File: src/sv/snav_pkg.sv
package snav_pkg;

  localparam int CHAN_W      = 8;
  localparam int PIX_W       = 3 * CHAN_W;
  localparam int SUM_W       = 10;   // r+g+b of one pixel
  localparam int TOTAL_W     = 12;   // one channel summed over nine pixels
  localparam int CNT_W       = 4;
  localparam int LIMIT_W     = 10;
  localparam int NB_COUNT    = 8;
  localparam int CFG_IDX_W   = 8;

  // Stream packing
  localparam int PRESENT_LSB = PIX_W * (NB_COUNT + 1);
  localparam int IN_W        = PRESENT_LSB + NB_COUNT;
  localparam int OUT_COUNT_LSB = PIX_W;
  localparam int OUT_MOVED_BIT = PIX_W + CNT_W;
  localparam int OUT_W       = 32;
  localparam int OUT_PAD_W   = OUT_W - PIX_W - CNT_W - 1;

  localparam int FULL_SCALE  = 255;
  localparam int SIM_RESET   = 25;
  localparam int DRIFT_RESET = 20;
  localparam int MAX_JOINED  = NB_COUNT + 1;

  // Reciprocal divide: q0 = (total * floor(2^16 / n)) >> 16, off by at most one
  localparam int RECIP_SHIFT = 16;
  localparam int RECIP_W     = RECIP_SHIFT + 1;

  // Register indexes
  localparam logic [CFG_IDX_W-1:0] REG_SIMILARITY = CFG_IDX_W'(0);
  localparam logic [CFG_IDX_W-1:0] REG_DRIFT      = CFG_IDX_W'(1);

  typedef struct packed {
    logic [CHAN_W-1:0] red;
    logic [CHAN_W-1:0] green;
    logic [CHAN_W-1:0] blue;
  } snav_pixel_t;

  // What one lane hands to the merge stage; channels are zero when not joined
  typedef struct packed {
    logic              join_en;
    logic [CHAN_W-1:0] red;
    logic [CHAN_W-1:0] green;
    logic [CHAN_W-1:0] blue;
  } snav_lane_t;

  function automatic logic [RECIP_W-1:0] recip(input logic [CNT_W-1:0] n);
    logic [RECIP_W-1:0] r;
    case (n)
      4'd1:    r = RECIP_W'(65536);
      4'd2:    r = RECIP_W'(32768);
      4'd3:    r = RECIP_W'(21845);
      4'd4:    r = RECIP_W'(16384);
      4'd5:    r = RECIP_W'(13107);
      4'd6:    r = RECIP_W'(10922);
      4'd7:    r = RECIP_W'(9362);
      4'd8:    r = RECIP_W'(8192);
      4'd9:    r = RECIP_W'(7281);
      default: r = '0;
    endcase
    return r;
  endfunction

  function automatic logic [SUM_W-1:0] chan_sum(input snav_pixel_t p);
    return SUM_W'(p.red) + SUM_W'(p.green) + SUM_W'(p.blue);
  endfunction

endpackage

File: src/sv/selective_neighbor_average_3x3_unit.sv
// Edge-preserving 3x3 average on RGB888 pixels. Each request carries a center
// pixel, its eight neighbors and a mask of the neighbors that lie inside the
// image; present neighbors whose r+g+b is closer to the center's than the
// similarity limit are averaged with the center, channel by channel, and the
// result comes back with the joined pixel count and a flag for a large move of
// the center. The unit takes one request every clock while the output is not
// stalled and returns its result through a five-register pipeline: eight
// neighbor lanes, the merging adder, two steps of the reciprocal divider and
// the drift compare that loads the output register. A one-entry skid buffer
// at the input keeps s_axis_tready a register; when the output is stalled the
// pipeline holds and one more request can still be taken. Write the limits
// only while no request is in flight.
module selective_neighbor_average_3x3_unit import snav_pkg::*; (
  input  logic                 clk,
  input  logic                 rst,
  // Request stream
  input  logic                 s_axis_tvalid,
  output logic                 s_axis_tready,
  // tdata, low bit up: center_pixel, north_west, north, north_east, west_side,
  // east_side, south_west, south, south_east (24 bits each), neighbor_present (8)
  input  logic [IN_W-1:0]      s_axis_tdata,
  // Result stream
  output logic                 m_axis_tvalid,
  input  logic                 m_axis_tready,
  // tdata, low bit up: filtered_pixel (24), joined_count (4), moved_far (1),
  // zero padding (3)
  output logic [OUT_W-1:0]     m_axis_tdata,
  // Register writes: index 0 similarity_limit, index 1 drift_limit
  input  logic                 cfg_valid,
  output logic                 cfg_ready,
  input  logic [CFG_IDX_W-1:0] cfg_index,
  input  logic [LIMIT_W-1:0]   cfg_data
);

  // Configuration registers
  logic [LIMIT_W-1:0] similarity_limit;
  logic [LIMIT_W-1:0] drift_limit;

  // Input skid buffer
  logic               skid_full;
  logic [IN_W-1:0]    skid_data;
  logic               in_accept;
  logic               front_valid;
  logic [IN_W-1:0]    front_data;
  snav_pixel_t        front_center;
  logic [SUM_W-1:0]   front_center_sum;

  // Pipeline control: every stage moves together when the output can load
  logic               advance;
  logic               a_valid;
  logic               b_valid;
  logic               c_valid;
  logic               d_valid;
  logic               out_valid;

  // Payload pipe
  snav_lane_t         lanes [NB_COUNT];
  snav_pixel_t        center_a;
  snav_pixel_t        center_b;
  snav_pixel_t        center_c;
  snav_pixel_t        center_d;
  logic [TOTAL_W-1:0] total_red;
  logic [TOTAL_W-1:0] total_green;
  logic [TOTAL_W-1:0] total_blue;
  logic [CNT_W-1:0]   count_b;
  logic [CNT_W-1:0]   count_c;
  logic [CNT_W-1:0]   count_d;
  snav_pixel_t        filtered;
  logic [SUM_W-1:0]   change;
  logic               moved_far;
  logic [OUT_W-1:0]   out_data;

  assign cfg_ready = 1'b1;

  always_ff @(posedge clk) begin
    if (rst) begin
      similarity_limit <= LIMIT_W'(SIM_RESET);
      drift_limit      <= LIMIT_W'(DRIFT_RESET);
    end else if (cfg_valid) begin
      case (cfg_index)
        REG_SIMILARITY: similarity_limit <= cfg_data;
        REG_DRIFT:      drift_limit      <= cfg_data;
        default: ;      // drop writes beyond the register list
      endcase
    end
  end

  assign advance       = !out_valid || m_axis_tready;
  assign s_axis_tready = !skid_full;
  assign in_accept     = s_axis_tvalid && s_axis_tready;

  // Park a request that arrives while the pipe is held; drain it first
  always_ff @(posedge clk) begin
    if (rst) begin
      skid_full <= 1'b0;
    end else if (in_accept && !advance) begin
      skid_full <= 1'b1;
    end else if (advance) begin
      skid_full <= 1'b0;
    end
  end

  always_ff @(posedge clk) begin
    if (in_accept && !advance) begin
      skid_data <= s_axis_tdata;
    end
  end

  assign front_valid      = skid_full || in_accept;
  assign front_data       = skid_full ? skid_data : s_axis_tdata;
  assign front_center     = front_data[PIX_W-1:0];
  assign front_center_sum = chan_sum(front_center);

  always_ff @(posedge clk) begin
    if (rst) begin
      a_valid   <= 1'b0;
      b_valid   <= 1'b0;
      c_valid   <= 1'b0;
      d_valid   <= 1'b0;
      out_valid <= 1'b0;
    end else if (advance) begin
      a_valid   <= front_valid;
      b_valid   <= a_valid;
      c_valid   <= b_valid;
      d_valid   <= c_valid;
      out_valid <= d_valid;
    end
  end

  // Stage A: one lane per neighbor decides whether it joins
  for (genvar k = 0; k < NB_COUNT; k++) begin : g_lane
    snav_lane u_lane (
      .clk        (clk),
      .en         (advance),
      .center_sum (front_center_sum),
      .pixel      (front_data[PIX_W*(k+1) +: PIX_W]),
      .present    (front_data[PRESENT_LSB + k]),
      .limit      (similarity_limit),
      .lane       (lanes[k])
    );
  end

  // Stage B: add up the joined pixels and count them
  snav_merge u_merge (
    .clk         (clk),
    .en          (advance),
    .center      (center_a),
    .lanes       (lanes),
    .total_red   (total_red),
    .total_green (total_green),
    .total_blue  (total_blue),
    .count       (count_b)
  );

  // Stages C and D: divide each channel total by the count, with rounding
  snav_div u_div_red (
    .clk    (clk),
    .en     (advance),
    .total  (total_red),
    .count  (count_b),
    .result (filtered.red)
  );

  snav_div u_div_green (
    .clk    (clk),
    .en     (advance),
    .total  (total_green),
    .count  (count_b),
    .result (filtered.green)
  );

  snav_div u_div_blue (
    .clk    (clk),
    .en     (advance),
    .total  (total_blue),
    .count  (count_b),
    .result (filtered.blue)
  );

  // Carry the center and the count alongside the arithmetic
  always_ff @(posedge clk) begin
    if (advance) begin
      center_a <= front_center;
      center_b <= center_a;
      center_c <= center_b;
      center_d <= center_c;
      count_c  <= count_b;
      count_d  <= count_c;
    end
  end

  // Stage E: how far the center moved, then load the output register
  always_comb begin
    change =
      SUM_W'((center_d.red   >= filtered.red)   ? center_d.red   - filtered.red
                                                : filtered.red   - center_d.red) +
      SUM_W'((center_d.green >= filtered.green) ? center_d.green - filtered.green
                                                : filtered.green - center_d.green) +
      SUM_W'((center_d.blue  >= filtered.blue)  ? center_d.blue  - filtered.blue
                                                : filtered.blue  - center_d.blue);
    moved_far = change > drift_limit;
  end

  always_ff @(posedge clk) begin
    if (advance) begin
      out_data <= {OUT_PAD_W'(0), moved_far, count_d, filtered};
    end
  end

  assign m_axis_tvalid = out_valid;
  assign m_axis_tdata  = out_data;

endmodule

File: src/sv/snav_lane.sv
module snav_lane import snav_pkg::*; (
  input  logic               clk,
  input  logic               en,
  input  logic [SUM_W-1:0]   center_sum,
  input  snav_pixel_t        pixel,
  input  logic               present,
  input  logic [LIMIT_W-1:0] limit,
  output snav_lane_t         lane
);

  logic [SUM_W-1:0] psum;
  logic [SUM_W-1:0] diff;
  logic             join_en;

  always_comb begin
    psum    = chan_sum(pixel);
    diff    = (center_sum >= psum) ? center_sum - psum : psum - center_sum;
    join_en = present && (diff < limit);
  end

  always_ff @(posedge clk) begin
    if (en) begin
      lane.join_en <= join_en;
      lane.red     <= join_en ? pixel.red   : '0;
      lane.green   <= join_en ? pixel.green : '0;
      lane.blue    <= join_en ? pixel.blue  : '0;
    end
  end

endmodule

File: src/sv/snav_merge.sv
module snav_merge import snav_pkg::*; (
  input  logic               clk,
  input  logic               en,
  input  snav_pixel_t        center,
  input  snav_lane_t         lanes [NB_COUNT],
  output logic [TOTAL_W-1:0] total_red,
  output logic [TOTAL_W-1:0] total_green,
  output logic [TOTAL_W-1:0] total_blue,
  output logic [CNT_W-1:0]   count
);

  logic [TOTAL_W-1:0] sum_red;
  logic [TOTAL_W-1:0] sum_green;
  logic [TOTAL_W-1:0] sum_blue;
  logic [CNT_W-1:0]   sum_count;

  // Center always joins
  always_comb begin
    sum_red   = TOTAL_W'(center.red);
    sum_green = TOTAL_W'(center.green);
    sum_blue  = TOTAL_W'(center.blue);
    sum_count = CNT_W'(1);
    for (int k = 0; k < NB_COUNT; k++) begin
      sum_red   = sum_red   + TOTAL_W'(lanes[k].red);
      sum_green = sum_green + TOTAL_W'(lanes[k].green);
      sum_blue  = sum_blue  + TOTAL_W'(lanes[k].blue);
      sum_count = sum_count + CNT_W'(lanes[k].join_en);
    end
  end

  always_ff @(posedge clk) begin
    if (en) begin
      total_red   <= sum_red;
      total_green <= sum_green;
      total_blue  <= sum_blue;
      count       <= sum_count;
    end
  end

endmodule

File: src/sv/snav_div.sv
module snav_div import snav_pkg::*; (
  input  logic               clk,
  input  logic               en,
  input  logic [TOTAL_W-1:0] total,
  input  logic [CNT_W-1:0]   count,
  output logic [CHAN_W-1:0]  result
);

  logic [TOTAL_W+RECIP_W-1:0] prod;
  logic [CHAN_W-1:0]          q0;
  logic [TOTAL_W-1:0]         total_c;
  logic [CNT_W-1:0]           count_c;

  logic [TOTAL_W-1:0]         back;
  logic [TOTAL_W-1:0]         rem0;
  logic [CHAN_W-1:0]          quo;
  logic [CNT_W-1:0]           rem;
  logic [CHAN_W:0]            q_plus_r;
  logic [CHAN_W-1:0]          rounded;

  // Estimate: never above the true quotient, at most one below
  assign prod = (TOTAL_W + RECIP_W)'(total) * (TOTAL_W + RECIP_W)'(recip(count));

  always_ff @(posedge clk) begin
    if (en) begin
      q0      <= prod[RECIP_SHIFT +: CHAN_W];
      total_c <= total;
      count_c <= count;
    end
  end

  // Fix up the estimate, then add the remainder parity unless near full scale
  always_comb begin
    back = TOTAL_W'(q0) * TOTAL_W'(count_c);
    rem0 = total_c - back;
    if (rem0 >= TOTAL_W'(count_c)) begin
      quo = q0 + CHAN_W'(1);
      rem = CNT_W'(rem0 - TOTAL_W'(count_c));
    end else begin
      quo = q0;
      rem = CNT_W'(rem0);
    end
    q_plus_r = (CHAN_W + 1)'(quo) + (CHAN_W + 1)'(rem);
    if (q_plus_r < (CHAN_W + 1)'(FULL_SCALE)) begin
      rounded = quo + CHAN_W'(rem[0]);
    end else begin
      rounded = quo;
    end
  end

  always_ff @(posedge clk) begin
    if (en) begin
      result <= rounded;
    end
  end

endmodule

File: config.mk
export PLATFORM = sky130hd
export DESIGN_NAME = selective_neighbor_average_3x3_unit
export DESIGN_NICKNAME = d
export VERILOG_FILES = /design/src/sv/snav_pkg.sv /design/src/sv/selective_neighbor_average_3x3_unit.sv /design/src/sv/snav_lane.sv /design/src/sv/snav_merge.sv /design/src/sv/snav_div.sv
export SDC_FILE = /design/constraint.sdc
export NUM_CORES = 2
export LEC_CHECK = 0
export BUFFER_PORTS_ARGS = -buffer_cell sky130_fd_sc_hd__buf_2
export CAP_MARGIN = 10
export CORE_ASPECT_RATIO = 1.4
export CORE_MARGIN = 3
export CORE_UTILIZATION = 50
export DETAILED_ROUTE_END_ITERATION = 7
export PLACE_DENSITY = 0.67
export SYNTH_ARGS = -nofsm -noshare
export SYNTH_HDL_FRONTEND = slang
export SYNTH_SLANG_ARGS = --single-unit
File: constraint.sdc
create_clock -name clk -period 179 [get_ports clk]
set_input_delay 8.95 -clock clk [delete_from_list [all_inputs] [get_ports clk]]
set_output_delay 8.95 -clock clk [all_outputs]
set_load 0.1 [all_outputs]
-- Yosys cells after proc, flatten, opt, wreduce, memory -nomap -nowiden
Memory sizes are Yosys's and may differ from the RTL's. A register that Yosys moved wholly into a read port is not among the register bits.
Cells that the tools add are included.
- memory bits (read-only): 816
- memories: 3
- register bits: 707
- muxes and demuxes: 26
- $add $sub $neg: 89
- reduce and logical (&&, ||, !) cells: 19
- order comparisons: 26
- equal/unequal tests: 1
- multiply operators: 6
- memory list (memory ; words ; bits a word ; read ports ; clocked after memory_dff ; write ports ; line ; text):
    (no name shown) ; 16 ; 17 ; 1 ; 1 ; 0 ; snav_pkg.sv:49 ; case (n)
    (no name shown) ; 16 ; 17 ; 1 ; 1 ; 0 ; snav_pkg.sv:49 ;
    (no name shown) ; 16 ; 17 ; 1 ; 1 ; 0 ; snav_pkg.sv:49 ;
- operators by type and width (kind ; number):
    $add 12x8->12 ; 21
    $mux 224 ; 1
    $sub 10x10->10 ; 16
    $mux 10 ; 11
    $add 8x8->9 ; 12
    $add 10x8->10 ; 8
    $ge 10x10->1 ; 8
    $lt 10x10->1 ; 8
    $mul 12x17->24 ; 3
    $sub 8x8->9 ; 6
    $mux 8 ; 6
    $ge 12x4->1 ; 3
    $mul 8x4->12 ; 3
    $sub 12x12->12 ; 3
    $add 4x1->4 ; 7
    $add 8x4->9 ; 3
    $lt 9x8->1 const B ; 3
    $add 8x1->8 ; 3
    $add 8x1->8 const B ; 3
    $ge 8x8->1 ; 3
    $mux 4 ; 6
    $add 10x10->10 ; 2
    $sub 4x4->4 ; 3
    $add 9x8->10 ; 1
    other kinds (10) ; 24

-- Depth between registers and ports, before layout
- depth in word-level cells: 9
- depth in mapped cells: 40
- depth with buffers taken out: 34

-- Modules after synthesis
Synthesis repeated with hierarchy kept, for this count alone.
- cell total of the unflattened synthesis: 6926
- area total of the unflattened synthesis: 72569.6 µm²
- by module, submodules not included (module ; cells an instance ; sequential area each (µm²) ; area an instance (µm²) ; times used):
    snav_lane ; 253 ; 750.7 ; 2537.4 ; 8
    selective_neighbor_average_3x3_unit ; 1221 ; 11240.8 ; 18142.4 ; 1
    snav_div (u_div_blue ...) ; 989 ; 960.9 ; 8948.6 ; 2
    snav_div (u_div_red) ; 993 ; 960.9 ; 8909.8 ; 1
    snav_merge ; 710 ; 1201.2 ; 7320.8 ; 1

-- Worst setup path after synthesis
No wires, ideal clock.
- kind: input -> register
- start point: input port m_axis_tready
- end point: register skid_data[0], enable pin
- setup slack: 103.512 ns
- stages: 4
- buffers on the path: 2
- arrival time: 66.805 ns
- data required time: 170.318 ns
- cell sequence: nand2b_1 > clkbuf_1 > clkbuf_1 > nor3b_1
- longest elaborated chain between the ends: 3
- ends and longest elaborated chain (element ; line ; text):
    start: declaration ; selective_neighbor_average_3x3_unit.sv:24 ; input logic m_axis_tready,
    $logic_or 1x1->1 ; selective_neighbor_average_3x3_unit.sv:88 ; assign advance = !out_valid || m_axis_tready;
    $logic_not 1->1 ; selective_neighbor_average_3x3_unit.sv:104 ; if (in_accept && !advance) begin
    $logic_and 1x1->1 ; selective_neighbor_average_3x3_unit.sv:104 ;
    end signal: assignment ; selective_neighbor_average_3x3_unit.sv:105 ; skid_data <= s_axis_tdata;
    end: declaration ; selective_neighbor_average_3x3_unit.sv:41 ; logic [IN_W-1:0] skid_data;
No other way between the ends.
A chain may end at the register's enable or synchronous reset.

-- Worst setup path after layout
- start point: input port s_axis_tdata[1]
- end point: register g_lane[7].u_lane.lane[9] (netlist bit) (data pin)
- longest elaborated chain between the ends: 6
- elaborated cells on any way between the ends: 8
- ends and longest elaborated chain (element ; line ; text):
    start: declaration ; selective_neighbor_average_3x3_unit.sv:21 ; input logic [IN_W-1:0] s_axis_tdata,
    $mux 224 (*) ; selective_neighbor_average_3x3_unit.sv:110 ; assign front_data = skid_full ? skid_data : s_axis_tdata;
    named net front_data[1] ; selective_neighbor_average_3x3_unit.sv:44 ; logic [IN_W-1:0] front_data;
    $add 9x8->10 (*) ; snav_pkg.sv:65 ; return SUM_W'(p.red) + SUM_W'(p.green) + SUM_W'(p.blue);
    $sub 10x10->10 / $ge 10x10->1 (equally long branches) ; snav_lane.sv:17 ; diff = (center_sum >= psum) ? center_sum - psum : psum - center_sum;
    $mux 10 (*) ; snav_lane.sv:17 ;
    $lt 10x10->1 (*) ; snav_lane.sv:18 ; join_en = present && (diff < limit);
    $logic_and 1x1->1 (*) ; snav_lane.sv:18 ;
    end: declaration ; snav_lane.sv:8 ; output snav_lane_t lane
Mark *: on every way through the listed nets, which the timed path passes. The rest lies on a longest branch.

==> metrics.log <==
[metrics] Final nets: 8,479
[metrics] number of nets still failing antenna checks after routing: 0
[metrics] vias in the first global route: 51,190
[metrics] Setup TNS Final: 0 ns
[metrics] most used cell, CP: a21o_1
[metrics] Top-Level Pins: about 280
[metrics] maximum number of pins on one net before global-route repair: 180
[metrics] die width: 322.5 microns
[metrics] buffers and inverters on the worst path: 4
[metrics] critical path endpoint category: register
[metrics] required time at the worst-slack endpoint: roughly 180 ns
[metrics] clock edge transition at the registers on the reported setup and hold paths: 0.06 ns
[metrics] Critical Path Source Type: primary input
[metrics] CP Data Arrival Time: 16.53 ns
[metrics] kind of critical path: primary input to register
[metrics] Port Buffer Count: 277
[metrics] crit path max fanout: 25
[metrics] CTS Buffer Depth: 3
[metrics] Period Utilization, post-route: 8.931%
[metrics] met3 Resource Use GR: 3.815%
[metrics] share of layout cells above drive strength 1: 11.02%
[metrics] number of cells upsized or downsized after cts: 0
[metrics] weighted congestion at the end of routability-driven global placement: 0.9454
[metrics] area growth from synthesis to layout: 8.306%
[metrics] commonest cells after routing, fill and taps aside: 1,160 x inv_1, 708 x ha_1, 695 x fa_1
[metrics] final-report hold violation count: 0
[metrics] Syn Std Cell Area: 0.07010 sq mm
[metrics] Synth Instances: 6,641
[metrics] count of standard-cell rows: 161
[metrics] die outline area: 0.1448 sq mm
[metrics] busiest layer in global routing: met2
[metrics] Filler Cells Inserted: 12,020
[metrics] kind of cell with the highest combined delay on the critical path: compound AO/OA/AOI/OAI gates
[metrics] count of routing violations after the opening detailed-route iteration: 2,888
[metrics] number of enable flip-flop cells after synthesis: 681
[metrics] status: finished clean
[metrics] leading cell type in the layout, fill and taps excluded: inv_1
[metrics] average vias per placed instance: 5.521
[metrics] wire length after detailed routing: 194.6 mm
[metrics] post-route clock skew: 0.04052 ns
[metrics] # DRC: 0
[metrics] Setup Viol. Count Final: 0
[metrics] total area of multi-input combinational cells: between 0.04 and 0.05 sq mm
[metrics] vias after detailed routing: between 40,000 and 50,000
[metrics] met2 capacity usage during global routing: 48.66%
[metrics] clock tree from TritonCTS: yes
[metrics] fraction of met1 tracks used by global routing: 30.25%
[metrics] flip-flop cell with the highest count after synthesis: edfxtp_1
[metrics] tightest slew margin relative to the limit: between 10% and 20%
[metrics] proportion of synthesized chip area in sequential cells: a little under a third
[metrics] post-route minimum period: 15.99 ns
[metrics] number of buffers added to fix hold violations after cts: 0
[metrics] unrepaired setup endpoints after global routing: false
[metrics] proportion of register bits with asynchronous set or reset after synthesis: 0%
[metrics] Syn. warnings: 0
[metrics] DRT Pass-1 Iters: 6
[metrics] setup fix buffers added after clock tree synthesis: 0
[metrics] wire length of the first global-routing pass: 296.7 mm
[metrics] reported max-cap violation count: 0
[metrics] slowest cell on the critical path: a211o_1
[metrics] H-tree depth: 3
[metrics] sum of overflow across all layers after global routing: 0
[metrics] antenna violations before repair: 5
[metrics] post-synthesis area per instance: 10.56 sq um
[metrics] placed cell area: 0.07331 sq mm
[metrics] TritonCTS Buffers: 78
[metrics] synthesized flop and latch total: 723
[metrics] initial standard-cell utilization of the core: 50.66%
[metrics] DP Wirelength: 152.6 mm
[metrics] worst hold path class: register to register
[metrics] number of pins with negative max-slew slack in the final report: 0
[metrics] library cell with the largest summed area after synthesis: edfxtp_1
[metrics] clock latency on the worst-skew pair: 0.73 ns
[metrics] global-route usage over all layers: 27.19%
[metrics] measured slew at the worst slew-check pin: about 1.3 ns
[metrics] total area of sequential cells: 0.02131 sq mm
[metrics] routed length per placed instance: 22.41 microns
[metrics] Unique masters post-synth: about 110
[metrics] Std-Cell Core Area: 0.1384 sq mm
[metrics] final design instance area without fill: 0.07593 sq mm
[metrics] Clock Sink Count: approximately 720
[metrics] peak per-stage delay on the critical path: about 0.66 ns
[metrics] main area contributors after synthesis: edfxtp_1 29%, fa_1 20%, ha_1 13%
[metrics] clock root buffer: clkbuf_16
[metrics] area fraction of the dominant cell type after synthesis: 29.17%
[metrics] FMAX: roughly 0.063 GHz
[metrics] height of the die: 449.0 microns
## per-stage QoR
stage / hold slack (ns) / util, % / setup slack, ns / instances
finish: 0.4124 / 54.86 / 163.01 / 8684
global route: 0.4248 / 54.86 / 162.50 / 8682
CTS: 0.4155 / 54.86 / 163.11 / 8681
detailed placement: 0.4045 / 52.97 / 162.39 / 8542
global placement: 0.4009 / 52.97 / 162.49 / 8542
floorplan: 0.4003 / - / 103.51 / 6643
## final timing paths
| check | end | from | cells after the start | slack, ns |
|---|---|---|---|---|
| setup reg to reg | g_lane[7].u_lane.lane[9]$_SDFFCE_PN0N_ | skid_full$_SDFFE_PP0P_ | 33 | 169.13 |
| hold reg to reg | center_c[22]$_DFFE_PN_ | center_b[22]$_DFFE_PN_ | 0 | 0.41 |
| hold / removal | center_c[22]$_DFFE_PN_ | center_b[22]$_DFFE_PN_ | 0 | 0.41 |
| setup / recovery | g_lane[7].u_lane.lane[9]$_SDFFCE_PN0N_ | s_axis_tdata[1] | 32 | 163.01 |
## routing by layer
| metal | wire length (microns) | up-vias |
|---|---|---|
| met5 | 14 | - |
| met4 | 14150 | 2 |
| met3 | 8752 | 480 |
| met2 | 99650 | 1259 |
| met1 | 72030 | 23930 |
| li1 | - | 22270 |
## cells by family (layout without fill, tap and decap cells)
kind of cell / count (synthesis) / after routing / share of synthesized area (%)
and+or+nand+nor: 1415 / 1415 / 10.05
other: 2 / 7 / 0.01071
adders and majority gates: 1408 / 1408 / 32.55
AOI/OAI and AO/OA: 991 / 991 / 9.424
DFF: 723 / 723 / 30.37
buffers and inverters: 1386 / 1631 / 7.491
muxes: 347 / 347 / 5.386
xor gates and xnor gates: 369 / 369 / 4.712
## cell type report
| class | count | share of cell area [%] |
|---|---|---|
| Antenna cell | 3 | 0.009887 |
| Tap cell | 1793 | 2.955 |
| Timing Repair Buffer | 332 | 2.386 |
| Multi-Input combinational cell | 4534 | 57.41 |
| Sequential cell | 723 | 28.07 |
| Inverter | 1160 | 5.735 |
| Clock buffer | 91 | 2.676 |
| Clock inverter | 48 | 0.7646 |
## synthesized netlist by cell type, types with 42 or more instances
library cell / count
inv_1: 1160
ha_1: 708
fa_1: 695
edfxtp_1: 681
nand2_1: 575
a21oi_1: 344
xnor2_1: 262
nor2b_1: 247
mux2_2: 238
clkbuf_1: 188
and2_1: 187
a21o_1: 162
nor2_1: 158
o21bai_1: 142
o21ai_0: 114
mux2i_1: 108
xor2_1: 101
nand2b_1: 53
dfxtp_1: 42
## sequential cells by signal, indices dropped and copies added (netlist names), 24 cells and up, named ones only
name                cells
skid_data             224
g_lane.u_lane.lane    200
m_axis_tdata           29
center_a               24
center_b               24
center_c               24
center_d               24
Power is left out: the tool's default activity adds up to more than one toggle a clock period on the data nets, which glitch-free logic cannot reach.
